**src/rtl/eqt_pkg.sv**
```systemverilog
package eqt_pkg;

    localparam int TABLE_ENTRIES_DEF = 16;
    localparam int KIND_BITS_DEF     = 4;

    localparam logic [1:0] CMD_INSERT   = 2'd0;
    localparam logic [1:0] CMD_CHECK    = 2'd1;
    localparam logic [1:0] CMD_SNAPSHOT = 2'd2;

    localparam logic [31:0] HOLD_RESET = 32'd60000;
    localparam logic [0:0]  REG_HOLD   = 1'b0;

    typedef struct packed {
        logic ld;
        logic rd;
        logic wr_hit;
        logic wr_fill;
        logic clr;
        logic emit_chk;
        logic push;
        logic fin;
    } t_dp_cmd;

    typedef struct packed {
        logic hit;
        logic live;
        logic held;
    } t_dp_stat;

endpackage

```
**src/rtl/eqt_datapath.sv**
```systemverilog
module eqt_datapath #(
    parameter int TABLE_ENTRIES = 16,
    parameter int KIND_BITS     = 4,
    parameter int IW            = 4
) (
    input  logic                 i_clk,
    input  logic                 i_rst_n,
    input  eqt_pkg::t_dp_cmd     i_cmd,
    input  logic [IW-1:0]        i_idx,
    input  logic [31:0]          i_hold,
    input  logic [KIND_BITS-1:0] i_kind,
    input  logic [63:0]          i_key,
    input  logic [63:0]          i_progress,
    input  logic [63:0]          i_now_ms,
    output eqt_pkg::t_dp_stat    o_stat,
    output logic                 o_result_valid,
    output logic                 o_is_held,
    output logic                 o_entry_valid,
    output logic [KIND_BITS-1:0] o_entry_kind,
    output logic [63:0]          o_entry_key,
    output logic [63:0]          o_entry_progress,
    output logic [63:0]          o_entry_failed_at,
    output logic [63:0]          o_entry_expires_at,
    output logic                 o_last
);
    import eqt_pkg::*;

    logic [KIND_BITS-1:0] mem_kind [TABLE_ENTRIES];
    logic [63:0]          mem_key  [TABLE_ENTRIES];
    logic [63:0]          mem_prog [TABLE_ENTRIES];
    logic [63:0]          mem_fail [TABLE_ENTRIES];
    logic [63:0]          mem_exp  [TABLE_ENTRIES];
    logic [TABLE_ENTRIES-1:0] r_slot_valid;
    logic [IW-1:0]        r_fp;

    logic [KIND_BITS-1:0] r_kind, r_rd_kind, r_pd_kind;
    logic [63:0] r_key, r_prog, r_now, r_exp;
    logic [63:0] r_rd_key, r_rd_prog, r_rd_fail, r_rd_exp;
    logic [63:0] r_pd_key, r_pd_prog, r_pd_fail, r_pd_exp;
    logic        r_rd_valid, r_have;
    logic [IW-1:0] wa;

    assign wa          = i_cmd.wr_hit ? i_idx : r_fp;
    assign o_stat.hit  = r_rd_valid && (r_rd_kind == r_kind) && (r_rd_key == r_key);
    assign o_stat.live = r_rd_valid && (r_now < r_rd_exp);
    assign o_stat.held = o_stat.live && (r_rd_prog == r_prog);

    // latched word and table storage
    always_ff @(posedge i_clk) begin
        if (i_cmd.ld) begin
            r_kind <= i_kind;
            r_key  <= i_key;
            r_prog <= i_progress;
            r_now  <= i_now_ms;
            r_exp  <= i_now_ms + {32'd0, i_hold};
        end
        if (i_cmd.rd) begin
            r_rd_kind <= mem_kind[i_idx];
            r_rd_key  <= mem_key[i_idx];
            r_rd_prog <= mem_prog[i_idx];
            r_rd_fail <= mem_fail[i_idx];
            r_rd_exp  <= mem_exp[i_idx];
        end
        if (i_cmd.wr_hit || i_cmd.wr_fill) begin
            mem_kind[wa] <= r_kind;
            mem_key[wa]  <= r_key;
            mem_prog[wa] <= r_prog;
            mem_fail[wa] <= r_now;
            mem_exp[wa]  <= r_exp;
        end
        if (i_cmd.push) begin
            r_pd_kind <= r_rd_kind;
            r_pd_key  <= r_rd_key;
            r_pd_prog <= r_rd_prog;
            r_pd_fail <= r_rd_fail;
            r_pd_exp  <= r_rd_exp;
        end
    end

    always_ff @(posedge i_clk) begin
        if (!i_rst_n) begin
            r_slot_valid <= '0;
            r_fp         <= '0;
            r_rd_valid   <= 1'b0;
        end else begin
            if (i_cmd.rd) r_rd_valid <= r_slot_valid[i_idx];
            if (i_cmd.wr_hit || i_cmd.wr_fill) r_slot_valid[wa] <= 1'b1;
            if (i_cmd.clr) r_slot_valid[i_idx] <= 1'b0;
            if (i_cmd.wr_fill) begin
                if (r_fp == IW'(TABLE_ENTRIES - 1)) r_fp <= '0;
                else r_fp <= r_fp + 1'b1;
            end
        end
    end

    // one live entry is held back so that the final word can carry last
    always_ff @(posedge i_clk) begin
        if (!i_rst_n) begin
            r_have         <= 1'b0;
            o_result_valid <= 1'b0;
        end else begin
            o_result_valid <= i_cmd.emit_chk || i_cmd.fin || (i_cmd.push && r_have);
            if (i_cmd.push) r_have <= 1'b1;
            else if (i_cmd.fin || i_cmd.ld) r_have <= 1'b0;
        end
    end

    always_ff @(posedge i_clk) begin
        if (i_cmd.emit_chk) begin
            o_is_held          <= o_stat.hit && o_stat.held;
            o_entry_valid      <= 1'b0;
            o_entry_kind       <= '0;
            o_entry_key        <= '0;
            o_entry_progress   <= '0;
            o_entry_failed_at  <= '0;
            o_entry_expires_at <= '0;
            o_last             <= 1'b1;
        end else if ((i_cmd.push || i_cmd.fin) && r_have) begin
            o_is_held          <= 1'b0;
            o_entry_valid      <= 1'b1;
            o_entry_kind       <= r_pd_kind;
            o_entry_key        <= r_pd_key;
            o_entry_progress   <= r_pd_prog;
            o_entry_failed_at  <= r_pd_fail;
            o_entry_expires_at <= r_pd_exp;
            o_last             <= i_cmd.fin;
        end else if (i_cmd.fin) begin
            o_is_held          <= 1'b0;
            o_entry_valid      <= 1'b0;
            o_entry_kind       <= '0;
            o_entry_key        <= '0;
            o_entry_progress   <= '0;
            o_entry_failed_at  <= '0;
            o_entry_expires_at <= '0;
            o_last             <= 1'b1;
        end
    end

endmodule

```
**config.mk**
```make
export PLATFORM = sky130hd
export DESIGN_NAME = eqt_datapath
export DESIGN_NICKNAME = d
export VERILOG_FILES = /design/src/rtl/eqt_pkg.sv /design/src/rtl/eqt_datapath.sv
export SDC_FILE = /design/constraint.sdc
export NUM_CORES = 2
export LEC_CHECK = 0
export BUFFER_PORTS_ARGS = -buffer_cell sky130_fd_sc_hd__buf_2
export CAP_MARGIN = 5
export CORE_MARGIN = 10
export CORE_UTILIZATION = 50
export CTS_BUF_LIST = sky130_fd_sc_hd__clkbuf_16
export CTS_CLUSTER_DIAMETER = 80
export DETAILED_ROUTE_END_ITERATION = 6
export PLACE_DENSITY = 0.77
export SYNTH_ARGS = -nofsm -noshare
export SYNTH_HDL_FRONTEND = slang
export SYNTH_MEMORY_MAX_BITS = 65536
export SYNTH_SLANG_ARGS = --single-unit
```
**constraint.sdc**
```tcl
create_clock -name i_clk -period 45.3 [get_ports i_clk]
set_clock_uncertainty 0.2 [all_clocks]
set_input_delay 9.06 -clock i_clk [delete_from_list [all_inputs] [get_ports i_clk]]
set_output_delay 9.06 -clock i_clk [all_outputs]
set_load 0.1 [all_outputs]
```
==> metrics.yaml <==
run_status:
  status: "completed"
sta:
  timing.fmax_mhz: 66.6
  slew_headroom: 0.159
  fin_crit_sh: 0.332
  worst_pin_slew_ps: 1250
  finalCriticalPeriod_ps: 15020
  setup_ws_ps: 30280
  setup_viol: 0
  hold_violations: 0
  drv_slew: 0
  tns_ps: 0
  rsz0062_at_grt: "no"
setup_path:
  rrSetupSlack_ps: 39930
  path_cells: "ha_1 -> a2111oi_2 -> nor3_1 -> o21ai_0 -> a31oi_1 -> or4b_1 -> a31oi_2 -> buf_4 -> and2_2 -> buf_2"
  slowest_stage: "edfxtp_1"
  critical_path_buf_inv_count: 2
  worstPathRequired_ps: 36040
  crit_path_end_kind: "output pin"
  path_delay_family: "compound AO/OA/AOI/OAI gates"
  crit_arrival_ps: 5760
  crit_fanout: 17
  max_stage_delay_ps: 740
  start_kind: "flop"
  criticalPathCategory: "flop to output pin"
floorplan:
  chipWidth_um: 642
  fp.dieH_um: 642
  core_area_um2: 385000
  die_area_um2: 412000
  placementRows: 228
  ios: 509
  start_util: 0.502
route:
  wirelength_mm: 508
  drt_iter0_drc: 13200
  wl_per_cell_um: 35.2
  vias_per_cell: 6.38
  vias: 92100
  ant_nets: 0
  remaining_drc_errors: 0
  drtPass1Iterations: 7
yosys:
  synth.avg_cell_area_um2: 24.2
  synth_top_area_frac: 0.767
  seq_area_frac_synth: 0.797
  async_reset_ff_frac: 0
  synth_ff_type: "edfxtp_1"
  netlist_instances: 8004
  synth_nets: 8343
  ys_warn_count: 0
  synth_edf_count: 4941
  syn_area_um2: 193000
  yosysUniqueCellTypes: 80
  ys_ff_latch: 5226
  yosysTopAreaCell: "edfxtp_1"
  synth_area_leaders: "edfxtp_1 77%, mux4_2 15%, dfxtp_1 3.0%"
final_layout:
  nets: 9167
  syn2layout_area_growth_pct: 13.5
  n_fill_cell: 26300
  drive_above_1_share: 0.298
  multi_input_area_um2: 37500
  ff_latch_area_um2: 154000
  fin_area_um2: 219000
  final_cells: 14400
power:
  p_per_area_nw_per_um2: 47.6
  leakage_nw: 71.8
  vdd_drop_max_mv: 0.0424
global_routing:
  grt_util_all_layers: 0.241
  grt_pass1_vias: 95500
  grt_pass1_wl_mm: 722
  grt_max_degree: 164
  antenna_found_initial: 46
  grt_overflow_total: 0
clocking:
  path_clk_slew_ps: 60
  cts_root_buffer: "clkbuf_16"
  cts_htree_levels: 6
  hold_buffers: 0
  clk_path_buf_depth: 4
  cts_made_buffers: 518
  ctsResizeCount: 0
  insertion_delay_ps: 1030
  cts_tree: "built"
  cts_setup_buffers: 0
  cts.sinks: 5226
place:
  dp_cells: 13500
  dpl_worst_slack_ps: 30570
  port_buffers: 508
  place_congestion: 0.834
  dp_hpwl_mm: 265
  placed_cell_area_um2: 203000
worst_hold_path:
  min_path_type: "flop to flop"
run:
  drv_cap: 0
[cell usage after synthesis, types with 6 or more instances]
library cell / instances
edfxtp_1: 4941
xor2_1: 129
o2bb2ai_1: 6
a211oi_1: 10
o21ai_0: 27
a22o_1: 260
ha_1: 96
clkbuf_1: 253
dfxtp_1: 285
a31oi_1: 8
mux4_2: 1305
nand2_1: 57
xnor2_1: 41
o22ai_1: 7
a22oi_1: 6
inv_1: 100
a21o_1: 26
nor2b_1: 8
buf_2: 87
and3_1: 15
a21oi_1: 39
o21a_1: 8
nand3_1: 22
nor2_1: 55
nor4_1: 32
and2_1: 8
buf_1: 20
nor3_1: 11
nand4_1: 32
o221a_2: 16
[cell usage in the layout (no fill, tap or decap), types with 26 or more instances in the layout]
master	count
edfxtp_1	4941
clkinv_1	90
ha_1	96
nor4_1	30
nand2_1	57
xnor2_1	41
clkbuf_16	525
a21o_1	26
bufinv_16	38
dfxtp_1	285
clkinv_2	78
nor2_1	39
buf_2	501
xor2_1	129
a22o_1	260
nand4_1	32
a21oi_1	39
buf_4	140
o21ai_0	27
inv_1	226
mux4_2	1305
[report_power, final]
| part | leakage, nW | switching (W) | internal [W] |
|---|---|---|---|
| Sequential | 47.6 | 0.000172 | 0.00550 |
| Combinational | 15.5 | 0.000348 | 0.000204 |
| Clock | 8.64 | 0.00187 | 0.00235 |
| Total | 71.8 | 0.00239 | 0.00806 |
[flip-flops by register name (all words and copies together), names as in the netlist, 64 cells and up]
signal,flops
mem_kind,64
o_entry_progress,64
r_key,64
r_exp,64
mem_prog,1024
r_pd_key,64
o_entry_expires_at,64
mem_fail,1024
o_entry_key,64
o_entry_failed_at,64
mem_key,1024
r_now,64
mem_exp,1024
r_prog,64
r_rd_fail,64
r_pd_fail,64
r_rd_exp,64
r_rd_key,64
r_pd_prog,64
r_rd_prog,64
r_pd_exp,64
[final cells by class]
class                   count  area share
inverters                 100     0.00171
well taps                5175      0.0295
repair buffers            670      0.0187
clock buffers             525      0.0599
multi-input cells        2312       0.171
flip-flops and latches   5226       0.702
diodes                     20    0.000228
clock inverters           410      0.0164
[metal layers]
| metal | global-route usage | vias up | part of all wire |
|---|---|---|---|
| li1 | - | 35900 | - |
| met3 | 0.0452 | 1119 | 0.10 |
| met5 | 0 | - | 0.00045 |
| met4 | 0.108 | 32 | 0.052 |
| met1 | 0.312 | 48700 | 0.35 |
| met2 | 0.401 | 6318 | 0.50 |
[stage by stage]
step	hold slack [ps]	utilization	power, W
detailed placement	205	0.526	0.00631
global placement	201	0.526	0.00628
finish	203	0.569	0.0104
CTS	200	0.569	0.0105
floorplan	200	-	0.00607
global route	211	0.569	0.0107
[final timing paths]
path | cells after the start | to | start
setup / recovery | 10 | o_stat[0] | r_now[1]
hold / removal | 0 | r_pd_fail[49] | r_rd_fail[49]
setup reg to reg | 8 | mem_key[15][14] | r_fp[2]
hold reg to reg | 0 | r_pd_fail[49] | r_rd_fail[49]
[cell families after synthesis]
family	count (synthesis)	share of synthesized area
adder cells (fa/ha/maj)	97	0.00632
flip-flops	5226	0.797
XOR/XNOR	170	0.00770
multiplexers	1308	0.152
AND/OR/NAND/NOR	270	0.00734
buffers and inverters	466	0.00967
AO/OA/AOI/OAI	467	0.0199
(Power assumes the default switching activity.)
