`src/rtl/eqt_pkg.sv`:
```
package eqt_pkg;

    localparam int TABLE_ENTRIES_DEF = 16;
    localparam int KIND_BITS_DEF     = 4;

    localparam logic [1:0] CMD_INSERT   = 2'd0;
    localparam logic [1:0] CMD_CHECK    = 2'd1;
    localparam logic [1:0] CMD_SNAPSHOT = 2'd2;

    localparam logic [31:0] HOLD_RESET = 32'd60000;
    localparam logic [0:0]  REG_HOLD   = 1'b0;

    typedef struct packed {
        logic ld;
        logic rd;
        logic wr_hit;
        logic wr_fill;
        logic clr;
        logic emit_chk;
        logic push;
        logic fin;
    } t_dp_cmd;

    typedef struct packed {
        logic hit;
        logic live;
        logic held;
    } t_dp_stat;

endpackage

```
`src/rtl/eqt_ctrl.sv`:
```
module eqt_ctrl #(
    parameter int TABLE_ENTRIES = 16,
    parameter int IW            = 4
) (
    input  logic             i_clk,
    input  logic             i_rst_n,
    input  logic             start,
    input  logic [1:0]       i_command,
    input  logic             i_kind_nz,
    input  eqt_pkg::t_dp_stat i_stat,
    output eqt_pkg::t_dp_cmd o_cmd,
    output logic [IW-1:0]    o_idx,
    output logic             busy
);
    import eqt_pkg::*;

    typedef enum logic [1:0] {S_IDLE, S_RD, S_CMP, S_FLUSH} t_state;

    t_state        r_state;
    logic [1:0]    r_op;
    logic [IW-1:0] r_idx;
    logic          take;
    logic          last_idx;

    assign busy     = (r_state != S_IDLE);
    assign o_idx    = r_idx;
    assign last_idx = (r_idx == IW'(TABLE_ENTRIES - 1));
    assign take     = (r_state == S_IDLE) && start &&
                      ((i_command == CMD_CHECK) || (i_command == CMD_SNAPSHOT) ||
                       ((i_command == CMD_INSERT) && i_kind_nz));

    always_comb begin
        o_cmd     = '0;
        o_cmd.ld  = take;
        o_cmd.rd  = (r_state == S_RD);
        o_cmd.fin = (r_state == S_FLUSH);
        if (r_state == S_CMP) begin
            unique case (r_op)
                CMD_INSERT: begin
                    o_cmd.wr_hit  = i_stat.hit;
                    o_cmd.wr_fill = !i_stat.hit && last_idx;
                end
                CMD_CHECK: begin
                    o_cmd.emit_chk = i_stat.hit || last_idx;
                    o_cmd.clr      = i_stat.hit && !i_stat.held;
                end
                default: o_cmd.push = i_stat.live;
            endcase
        end
    end

    always_ff @(posedge i_clk) begin
        if (!i_rst_n) begin
            r_state <= S_IDLE;
            r_op    <= CMD_INSERT;
            r_idx   <= '0;
        end else begin
            unique case (r_state)
                S_IDLE: begin
                    r_idx <= '0;
                    if (take) begin
                        r_op    <= i_command;
                        r_state <= S_RD;
                    end
                end
                S_RD: r_state <= S_CMP;
                S_CMP: begin
                    if (r_op == CMD_SNAPSHOT) begin
                        if (last_idx) r_state <= S_FLUSH;
                        else begin
                            r_idx   <= r_idx + 1'b1;
                            r_state <= S_RD;
                        end
                    end else if (o_cmd.wr_hit || o_cmd.wr_fill || o_cmd.emit_chk) begin
                        r_state <= S_IDLE;
                    end else begin
                        r_idx   <= r_idx + 1'b1;
                        r_state <= S_RD;
                    end
                end
                default: r_state <= S_IDLE;
            endcase
        end
    end

endmodule

```
`config.mk`:
```
export PLATFORM = sky130hd
export DESIGN_NAME = eqt_ctrl
export DESIGN_NICKNAME = d
export VERILOG_FILES = /design/src/rtl/eqt_pkg.sv /design/src/rtl/eqt_ctrl.sv
export SDC_FILE = /design/constraint.sdc
export NUM_CORES = 1
export LEC_CHECK = 0
export ABC_AREA = 1
export BUFFER_PORTS_ARGS = -buffer_cell sky130_fd_sc_hd__buf_2
export CAP_MARGIN = 5
export CORE_AREA = 2 2 39 41
export DETAILED_ROUTE_END_ITERATION = 16
export DIE_AREA = 0 0 41 43
export GPL_TIMING_DRIVEN = 0
export PLACE_DENSITY_LB_ADDON = 0.2
export REMOVE_ABC_BUFFERS = 1
export SYNTH_ARGS = -nofsm -noshare
export SYNTH_HDL_FRONTEND = slang
export SYNTH_SLANG_ARGS = --single-unit
```
`constraint.sdc`:
```
create_clock -name i_clk -period 1.43 [get_ports i_clk]
set_input_delay 0.0715 -clock i_clk [delete_from_list [all_inputs] [get_ports i_clk]]
set_output_delay 0.0715 -clock i_clk [all_outputs]
set_load 0.03 [all_outputs]
```
==> metrics.md, run 1 <==
| Metric | Value |
|---|---|
| 1st-pass router iterations | `7` |
| Number of routed nets with antenna violations | `0` |
| DRC marker count from the first detailed-route iteration | `6` |
| Cell total after placement | `120` |
| Post-Syn Instances | `84` |
| Share of the synthesized area in the top cell type | `0.2970` |
| Vias per std cell | `4.683` |
| Leading register cell type out of synthesis | `sky130_fd_sc_hd__dfxtp_1` |
| Via count of the routed design | `590` |
| Clock slew at the register clock pins of the worst setup and hold paths | `0.06 ns` |
| Starting density of the core | `0.3897` |
| Depth of the worst register-to-register path | `7` |
| Sw frac | `0.3276` |
| Total inserted antenna cells | `0` |
| Width of the die | `41 µm` |
| Area of the core | `1384 µm²` |
| Antenna violations before repair | `0` |
| CTS Root Cell | `sky130_fd_sc_hd__clkbuf_4` |
| Endpoint kind of the worst setup timing path | `primary output` |
| Timing-limited maximum frequency | `734.1 MHz` |
| Post-layout instance count excluding filler cells | `126` |
| Total power density per cell area | `740.1 nW/µm²` |
| Worst Path Required | `1.36 ns` |
| Average instance area after synthesis | `6.420 µm²` |
| Clock latency reported for the late side of the worst-skew pair | `0.25 ns` |
| Power Internal | `0.3823 mW` |
| Commonest cells in the synthesized netlist | `sky130_fd_sc_hd__inv_1, sky130_fd_sc_hd__nand2_1, sky130_fd_sc_hd__nor2_1, sky130_fd_sc_hd__dfxtp_1, sky130_fd_sc_hd__nand3_1` |
| Clk_skew | `0.001905 ns` |
| Biggest area consumer among synthesized cells | `sky130_fd_sc_hd__dfxtp_1` |
| Register area share after synthesis | `0.2970` |
| Worst-case register-to-register setup slack | `0.10 ns` |
| Proportion of register bits with asynchronous set or reset after synthesis | `0` |
| Area of all placed cells without fillers | `768.2 µm²` |
| Overall global routing resource usage | `0.1571` |
| Maximum ir drop on the vdd rail | `0.4676 mV` |
| Worst reg2reg path startpoint | `o_idx[0]$_SDFFE_PN0P_` |
| Row count | `14` |
| Type of the worst setup path | `flip-flop to primary output` |
| CTS H-tree lvls | `1` |
| Largest fanout on the critical path | `4` |
| Routability congestion estimate from global placement | `0.7861` |
| Start point of the worst hold path | `i_rst_n` |
| Wire length of the first global-routing pass | `1.911 mm` |
| Terminus of the critical flop-to-flop path | `o_idx[1]$_SDFFE_PN0P_` |
| Share of the cycle needed by the critical path after routing | `0.9526` |
| Hold Path Cell Cnt | `3` |
| Die Y | `43 µm` |
| RSZ-0062 raised after global routing | `true` |
| Max transition margin | `0.8221` |
| Util after Layout | `0.5552` |
| CTS tree | `done` |
| Hold Buf Count CTS | `0` |
| Layout overhead on the synthesized area | `42.46%` |
| Final-stage net count | `123` |
| Flops & latches, synth | `8` |
| Post-DP HPWL | `887.5 µm` |
| Final-report max-slew violation count | `0` |
| Number of max-cap violations | `0` |
| Share of post-route cells with drive strength above 1 | `0.4455` |
| Endpoint, Worst Hold | `o_idx[2]$_SDFFE_PN0P_` |
| Power share of the combinational group | `0.247` |
| Number of enable flip-flop cells after synthesis | `0` |
| Total number of yosys warnings | `0` |
| Seq pwr share | `0.446` |
| Io pins | `22` |
| Buffers on Ports | `21` |
| Transition at the pin with the smallest max-transition slack | `0.2664 ns` |
| DRC viols | `0` |
| Most area-consuming cells after synthesis | `sky130_fd_sc_hd__dfxtp_1, sky130_fd_sc_hd__inv_1, sky130_fd_sc_hd__nand2_1` |
| Minimum clock period after layout | `1.362 ns` |
| Overflow left after global routing | `0` |
| WP data arrival | `1.29 ns` |
| Clock sink count | `8` |
| Maximum number of pins on one net before global-route repair | `9` |
| TritonCTS buffer count | `3` |
| Routed wire length | `1.231 mm` |
| Type of element launching the critical path | `flip-flop` |
| Clock network fraction of total power | `0.307` |
| Cell area after technology mapping | `539.3 µm²` |
| Worst-case clock buffer depth | `2` |
| Unique cell type count in the Yosys netlist | `20` |
| Result of the run | `complete, no violations` |
| Hold crit path type | `primary input to flip-flop` |
| Psw | `0.1863 mW` |
| Number of global-route vias before repair | `488` |
| Area enclosed by the die boundary | `1763 µm²` |
| Post-DP Area | `656.9 µm²` |
| Leakage power total | `0.3863 nW` |
| Wire length per cell after detailed routing | `9.770 µm` |
| Count of final hold-check violations | `0` |
| Final count of negative-setup-slack endpoints | `0` |
## power groups by stage
stage               logic, mW  registers, mW  clock network, mW
finish                  0.140          0.253              0.175
global placement        0.126          0.257                  0
CTS                     0.134          0.250              0.181
global route            0.157          0.255              0.187
detailed placement      0.128          0.257                  0
floorplan              0.0838          0.262                  0
## worst max-delay path, cell delays in order, from the launching register on
cell and delay [ns]:
sky130_fd_sc_hd__dfxtp_4 0.36, sky130_fd_sc_hd__ha_4 0.16, sky130_fd_sc_hd__nand3_4 0.09, sky130_fd_sc_hd__nor4_2 0.23
sky130_fd_sc_hd__buf_4 0.20
## stage by stage
step | setup WS, ns | setup TNS, ns | hold slack [ns] | power [mW]
after floorplan | -0.5525 | -1.144 | 0.1922 | 0.3459
after global placement | 0.007931 | 0 | 0.3405 | 0.3830
after detailed placement | -0.01481 | -0.03619 | 0.3456 | 0.3853
after CTS | 0.004805 | 0 | 0.07493 | 0.5654
after global routing | -0.02004 | -0.02221 | 0.08113 | 0.5993
final | 0.06782 | 0 | 0.06825 | 0.5686
## cells by family (layout without fill, tap and decap cells)
logic type               count (synthesis)  after routing  share of synthesized area
AND/OR/NAND/NOR                         46             46                     0.4037
flip-flops                               8              8                     0.2970
adder cells (fa/ha/maj)                  2              2                    0.04640
buffers and inverters                   17             43                     0.1253
AO/OA/AOI/OAI                           11             11                     0.1276
## final cells by class
type                       count  area, µm²
multi-input combinational     59      359.1
sequential                     8      171.4
inverter                      16      60.06
tap                           16      20.02
fill                         146      615.6
timing repair buffer          24      135.1
clock buffer                   3      22.52
## metal layers
layer / GRT usage / part of all wire
met1: 0.2110 / 0.46
met4: 0.08000 / 0.0065
met3: 0.03141 / 0.050
met2: 0.2281 / 0.48
met5: 0 / 0
## cell usage in the layout (no fill, tap or decap), types with 3 or more instances in the layout
master                     Yosys  routed
sky130_fd_sc_hd__nand2_2       2       3
sky130_fd_sc_hd__nor2_1       14      13
sky130_fd_sc_hd__a21oi_1       5       4
sky130_fd_sc_hd__buf_2         0      18
sky130_fd_sc_hd__buf_4         1       6
sky130_fd_sc_hd__inv_1        15      14
sky130_fd_sc_hd__nand3_1       6       5
sky130_fd_sc_hd__a21oi_2       3       3
sky130_fd_sc_hd__dfxtp_1       8       3
sky130_fd_sc_hd__nand2_1      15      14
sky130_fd_sc_hd__dfxtp_2       0       3
sky130_fd_sc_hd__clkbuf_4      0       3
## sequential cells by signal (all words and copies together), names as in the netlist
signal / count
o_idx: 4
r_state: 2
r_op: 2
## timing repair
item                       CTS  global route
pin swaps                    1             1
buffers inserted             2             1
setup endpoints to repair    6             9
gates resized for setup      8            12
hold endpoints to repair     0             0
## worst max-delay path by stage
stage | startpoint | to | slack [ns] | cells past startpoint
global placement | o_idx[0]$_SDFFE_PN0P_ | o_idx[0]$_SDFFE_PN0P_ | 0.008 | 7
global route | o_idx[0]$_SDFFE_PN0P_ | o_cmd[4] | -0.02 | 4
detailed placement | o_idx[0]$_SDFFE_PN0P_ | o_idx[1]$_SDFFE_PN0P_ | -0.01 | 6
floorplan | o_idx[0]$_SDFFE_PN0P_ | o_cmd[4] | -0.55 | 3
finish | o_idx[0]$_SDFFE_PN0P_ | o_cmd[4] | 0.07 | 4
CTS | r_state[0]$_SDFFE_PN0P_ | o_cmd[4] | 0.005 | 4
No activity file was read; power rests on OpenSTA's default activity.
==> inputs of run 2 (changes only) <==
--- a/config.mk
+++ b/config.mk
@@ -14,6 +14,7 @@
 export GPL_TIMING_DRIVEN = 0
 export PLACE_DENSITY_LB_ADDON = 0.2
 export REMOVE_ABC_BUFFERS = 1
+export SETUP_SLACK_MARGIN = 0.5
 export SYNTH_ARGS = -nofsm -noshare
 export SYNTH_HDL_FRONTEND = slang
 export SYNTH_SLANG_ARGS = --single-unit
==> metrics.md, run 2 (synthesis results as in run 1) <==
| Metric | Value |
|---|---|
| Result of the run | `complete, no violations` |
| Area enclosed by the die boundary | `1763 µm²` |
| Hold crit path type | `primary input to flip-flop` |
| Number of flip-flops in the largest register | `4` |
| Type of element launching the critical path | `flip-flop` |
| Row count | `14` |
| Power share of the combinational group | `0.342` |
| Via count of the routed design | `654` |
| Most used cells in the layout excluding fill and tap cells | `sky130_fd_sc_hd__buf_6, sky130_fd_sc_hd__buf_4, sky130_fd_sc_hd__nor2_1` |
| Final-stage net count | `135` |
| Minimum clock period after layout | `1.368 ns` |
| DRC viols | `0` |
| Antenna violations before repair | `0` |
| Leakage power total | `0.5062 nW` |
| 1st-pass router iterations | `3` |
| CTS Root Cell | `sky130_fd_sc_hd__clkbuf_4` |
| Endpoint kind of the worst setup timing path | `primary output` |
| TritonCTS buffer count | `3` |
| Number of global-route vias before repair | `596` |
| Buffers on Ports | `21` |
| Io pins | `22` |
| Clock sink count | `8` |
| Seq pwr share | `0.384` |
| Total inserted antenna cells | `0` |
| Die Y | `43 µm` |
| Clock network fraction of total power | `0.274` |
| Routed wire length | `1.557 mm` |
| Maximum ir drop on the vdd rail | `0.5033 mV` |
| Clock slew at the register clock pins of the worst setup and hold paths | `0.06 ns` |
| Width of the die | `41 µm` |
| Timing-limited maximum frequency | `730.9 MHz` |
| Maximum number of pins on one net before global-route repair | `9` |
| Layout overhead on the synthesized area | `93.04%` |
| Max transition margin | `0.8468` |
| Area of the core | `1384 µm²` |
| Power Internal | `0.4299 mW` |
| RSZ-0062 raised after global routing | `true` |
| Number of routed nets with antenna violations | `0` |
| Starting density of the core | `0.3897` |
| Routability congestion estimate from global placement | `0.7861` |
| Wire length per cell after detailed routing | `11.28 µm` |
| Wire length of the first global-routing pass | `2.339 mm` |
| Number of max-cap violations | `0` |
| Total power density per cell area | `632.1 nW/µm²` |
| Overall global routing resource usage | `0.1923` |
| Count of final hold-check violations | `0` |
| Overflow left after global routing | `0` |
| Transition at the pin with the smallest max-transition slack | `0.2292 ns` |
| Share of post-route cells with drive strength above 1 | `0.6557` |
| Final count of negative-setup-slack endpoints | `0` |
| Clk_skew | `0.002620 ns` |
| Worst Path Required | `1.36 ns` |
| Pre-CTS WS | `-0.01481 ns` |
| Area of all placed cells without fillers | `1041 µm²` |
| Post-DP Area | `656.9 µm²` |
| CTS H-tree lvls | `1` |
| Sw frac | `0.3468` |
| Share of the cycle needed by the critical path after routing | `0.9567` |
| FILL cells | `91` |
| Vias per std cell | `4.739` |
| Type of the worst setup path | `flip-flop to primary output` |
| Psw | `0.2282 mW` |
| Final-report max-slew violation count | `0` |
| Worst-case clock buffer depth | `2` |
| WP data arrival | `1.30 ns` |
| DRC marker count from the first detailed-route iteration | `10` |
| Post-DP HPWL | `887.5 µm` |
| Util after Layout | `0.7523` |
| CTS tree | `done` |
| Largest fanout on the critical path | `2` |
| Setup slack of the critical path after layout | `0.06190 ns` |
| Clock latency reported for the late side of the worst-skew pair | `0.25 ns` |
run 2: path summary, 6_finish.rpt:
path / startpoint / endpoint / slack [ns] / depth (start not counted)
setup / recovery: o_idx[1]$_SDFFE_PN0P_ / o_cmd[4] / 0.06 / 5
hold reg to reg: r_op[0]$_SDFFE_PN0P_ / r_op[0]$_SDFFE_PN0P_ / 0.50 / 2
hold / removal: i_rst_n / r_op[1]$_SDFFE_PN0P_ / 0.07 / 3
setup reg to reg: o_idx[0]$_SDFFE_PN0P_ / o_idx[3]$_SDFFE_PN0P_ / 0.08 / 8
run 2: layout make-up:
cell class	count	area, µm²	share of cell area
Clock buffer	3	22.52	0.02163
Inverter	16	62.56	0.06010
Multi-Input combinational cell	59	451.7	0.4339
Sequential cell	8	181.4	0.1743
Tap cell	16	20.02	0.01923
Timing Repair Buffer	36	302.8	0.2909
run 2: critical path: stages, from the launching register on:
cell	delay (ns)
sky130_fd_sc_hd__dfxtp_4	0.36
sky130_fd_sc_hd__ha_4	0.14
sky130_fd_sc_hd__nand3_4	0.08
sky130_fd_sc_hd__buf_4	0.15
sky130_fd_sc_hd__nor4_4	0.14
sky130_fd_sc_hd__buf_6	0.17
run 2: metrics by stage:
step                      setup TNS [ns]  total power, mW  hold slack [ns]  std cells
after floorplan                   -1.144           0.3459           0.1922         83
after global placement                 0           0.3830           0.3405        120
after detailed placement        -0.03619           0.3853           0.3456        120
after global routing                   0           0.6913          0.06953        138
after CTS                              0           0.6270          0.07814        135
final                                  0           0.6580          0.07365        138
run 2: power by group through the flow:
stage	combinational (mW)	sequential [mW]	clock, mW
after floorplan	0.0838	0.262	0
after global placement	0.126	0.257	0
after detailed placement	0.128	0.257	0
after CTS	0.195	0.251	0.181
after global routing	0.242	0.254	0.195
final	0.225	0.253	0.181
run 2: repair_timing:
| action | CTS | global route |
|---|---|---|
| pin swaps | 7 | 8 |
| setup buffers | 12 | 3 |
| hold buffers | 0 | 0 |
| setup endpoints to repair | 21 | 20 |
| gates resized for setup | 55 | 23 |
run 2: metal layers:
| layer | routed length [µm] | track usage |
|---|---|---|
| met3 | 41 | 0.03141 |
| met2 | 848 | 0.3188 |
| met4 | 8 | 0.08000 |
| met5 | 0 | 0 |
| met1 | 659 | 0.2305 |
==> inputs of run 3 (changes only) <==
==> constraint.sdc (replaced) <==
create_clock -name i_clk -period 1.3 [get_ports i_clk]
set_input_delay 0.065 -clock i_clk [delete_from_list [all_inputs] [get_ports i_clk]]
set_output_delay 0.065 -clock i_clk [all_outputs]
set_load 0.03 [all_outputs]
==> metrics.md, run 3 (synthesis results as in run 1) <==
| Metric | Value |
|---|---|
| Number of global-route vias before repair | `633` |
| DRC marker count from the first detailed-route iteration | `16` |
| Vias per std cell | `5.036` |
| Worst-case clock buffer depth | `2` |
| Clock latency reported for the late side of the worst-skew pair | `0.26 ns` |
| Setup slack of the critical path after layout | `-0.06081 ns` |
| Commonest non-fill, non-tap cell in the layout | `sky130_fd_sc_hd__buf_6` |
| Minimum clock period after layout | `1.361 ns` |
| Violations in the final reports | `negative setup slack` |
| Wire length per cell after detailed routing | `13.38 µm` |
| Max transition margin | `0.7513` |
| Transition at the pin with the smallest max-transition slack | `0.3717 ns` |
| Post-DP HPWL | `887.5 µm` |
| Number of flip-flops in the largest register | `4` |
| WP data arrival | `1.51 ns` |
| Type of the worst setup path | `flip-flop to flip-flop` |
| Largest fanout on the critical path | `7` |
| Hold crit path type | `primary input to flip-flop` |
| Clk_skew | `0.003104 ns` |
| Count of final hold-check violations | `0` |
| Area enclosed by the die boundary | `1763 µm²` |
| Final setup TNS | `-0.2427 ns` |
| Hold Buf Count CTS | `0` |
| Timing-limited maximum frequency | `734.9 MHz` |
| Number of max-cap violations | `0` |
| Maximum number of pins on one net before global-route repair | `9` |
| Share of post-route cells with drive strength above 1 | `0.6148` |
| Via count of the routed design | `695` |
| Post-layout instance count excluding filler cells | `138` |
| Util after Layout | `0.7649` |
| Leakage power total | `0.4948 nW` |
| Type of element launching the critical path | `flip-flop` |
| TritonCTS buffer count | `3` |
| Buffers on Ports | `21` |
| Wire length of the first global-routing pass | `2.580 mm` |
| Routed wire length | `1.846 mm` |
| Result of the run | `finished with violations` |
| Antenna violations before repair | `0` |
| Starting density of the core | `0.3897` |
| Final count of negative-setup-slack endpoints | `6` |
| Number of routed nets with antenna violations | `0` |
| Io pins | `22` |
| Area of the core | `1384 µm²` |
| RSZ-0062 raised after global routing | `true` |
| Final-report max-slew violation count | `0` |
| Maximum ir drop on the vdd rail | `0.5746 mV` |
| Final-stage net count | `135` |
| Overflow left after global routing | `0` |
| Cell total after placement | `120` |
| Endpoint kind of the worst setup timing path | `flip-flop` |
| Worst Path Required | `1.45 ns` |
| Layout overhead on the synthesized area | `96.29%` |
| Clock sink count | `8` |
| Overall global routing resource usage | `0.2125` |
| Total inserted antenna cells | `0` |
| Routability congestion estimate from global placement | `0.7861` |
| Clock slew at the register clock pins of the worst setup and hold paths | `0.06 ns` |
| CTS H-tree lvls | `1` |
| CTS tree | `done` |
| Most used cells in the layout excluding fill and tap cells | `sky130_fd_sc_hd__buf_6, sky130_fd_sc_hd__inv_1, sky130_fd_sc_hd__nand2_1, sky130_fd_sc_hd__nor2_1, sky130_fd_sc_hd__buf_4` |
| Width of the die | `41 µm` |
| Die Y | `43 µm` |
| Total power density per cell area | `697.0 nW/µm²` |
| Post-route worst hold slack | `0.06861 ns` |
| Share of the cycle needed by the critical path after routing | `1.047` |
| CTS Root Cell | `sky130_fd_sc_hd__clkbuf_4` |
| DRC viols | `0` |
| Row count | `14` |
| 1st-pass router iterations | `4` |
==> run 3: area by class of cell <==
class	count	area (µm²)
inverter	16	67.56
fill	100	325.3
timing repair buffer	36	317.8
clock buffer	3	22.52
multi-input combinational	59	447.9
tap	16	20.02
sequential	8	182.7
==> run 3: through the flow <==
stage,cell area [µm²],total power [mW],setup slack [ns]
2_1_floorplan,531.8,0.3805,-0.6760
3_3_place_gp,656.9,0.4213,-0.1221
3_5_place_dp,656.9,0.4238,-0.1448
4_1_cts,973.4,0.6943,-0.03098
5_1_grt,1059,0.7642,-0.1033
6_report,1059,0.7378,-0.06081
==> run 3: worst paths after layout <==
check | start | to | slack [ns] | depth (start not counted)
hold / removal | i_rst_n | r_op[1]$_SDFFE_PN0P_ | 0.07 | 3
setup / recovery | o_idx[1]$_SDFFE_PN0P_ | o_idx[3]$_SDFFE_PN0P_ | -0.06 | 8
hold reg to reg | r_op[0]$_SDFFE_PN0P_ | r_op[0]$_SDFFE_PN0P_ | 0.52 | 2
setup reg to reg | o_idx[1]$_SDFFE_PN0P_ | o_idx[3]$_SDFFE_PN0P_ | -0.06 | 8
==> run 3: worst max-delay path: stages, from the launching register on <==
cell	delay, ns
sky130_fd_sc_hd__dfxtp_4	0.35
sky130_fd_sc_hd__ha_4	0.17
sky130_fd_sc_hd__buf_4	0.13
sky130_fd_sc_hd__nand4_1	0.12
sky130_fd_sc_hd__nor2_4	0.06
sky130_fd_sc_hd__nor2_4	0.20
sky130_fd_sc_hd__nand2_2	0.08
sky130_fd_sc_hd__nand2_1	0.09
sky130_fd_sc_hd__a21oi_2	0.05
==> run 3: routing by layer <==
metal,part of all wire,up-vias,track usage
li1,-,348,-
met1,0.40,319,0.2662
met2,0.55,26,0.3469
met3,0.044,2,0.03141
met4,0.0043,0,0.08000
met5,0,-,0
==> run 3: where the power goes <==
group / switching (mW) / total (mW) / internal, mW
clock: 0.0972 / 0.204 / 0.107
combinational: 0.143 / 0.258 / 0.114
sequential: 0.0230 / 0.276 / 0.253
==> run 3: what timing repair did <==
action,4_1_cts,5_1_grt
gates resized for setup,66,14
pin swaps,10,4
setup endpoints to repair,21,21
setup buffers,13,2
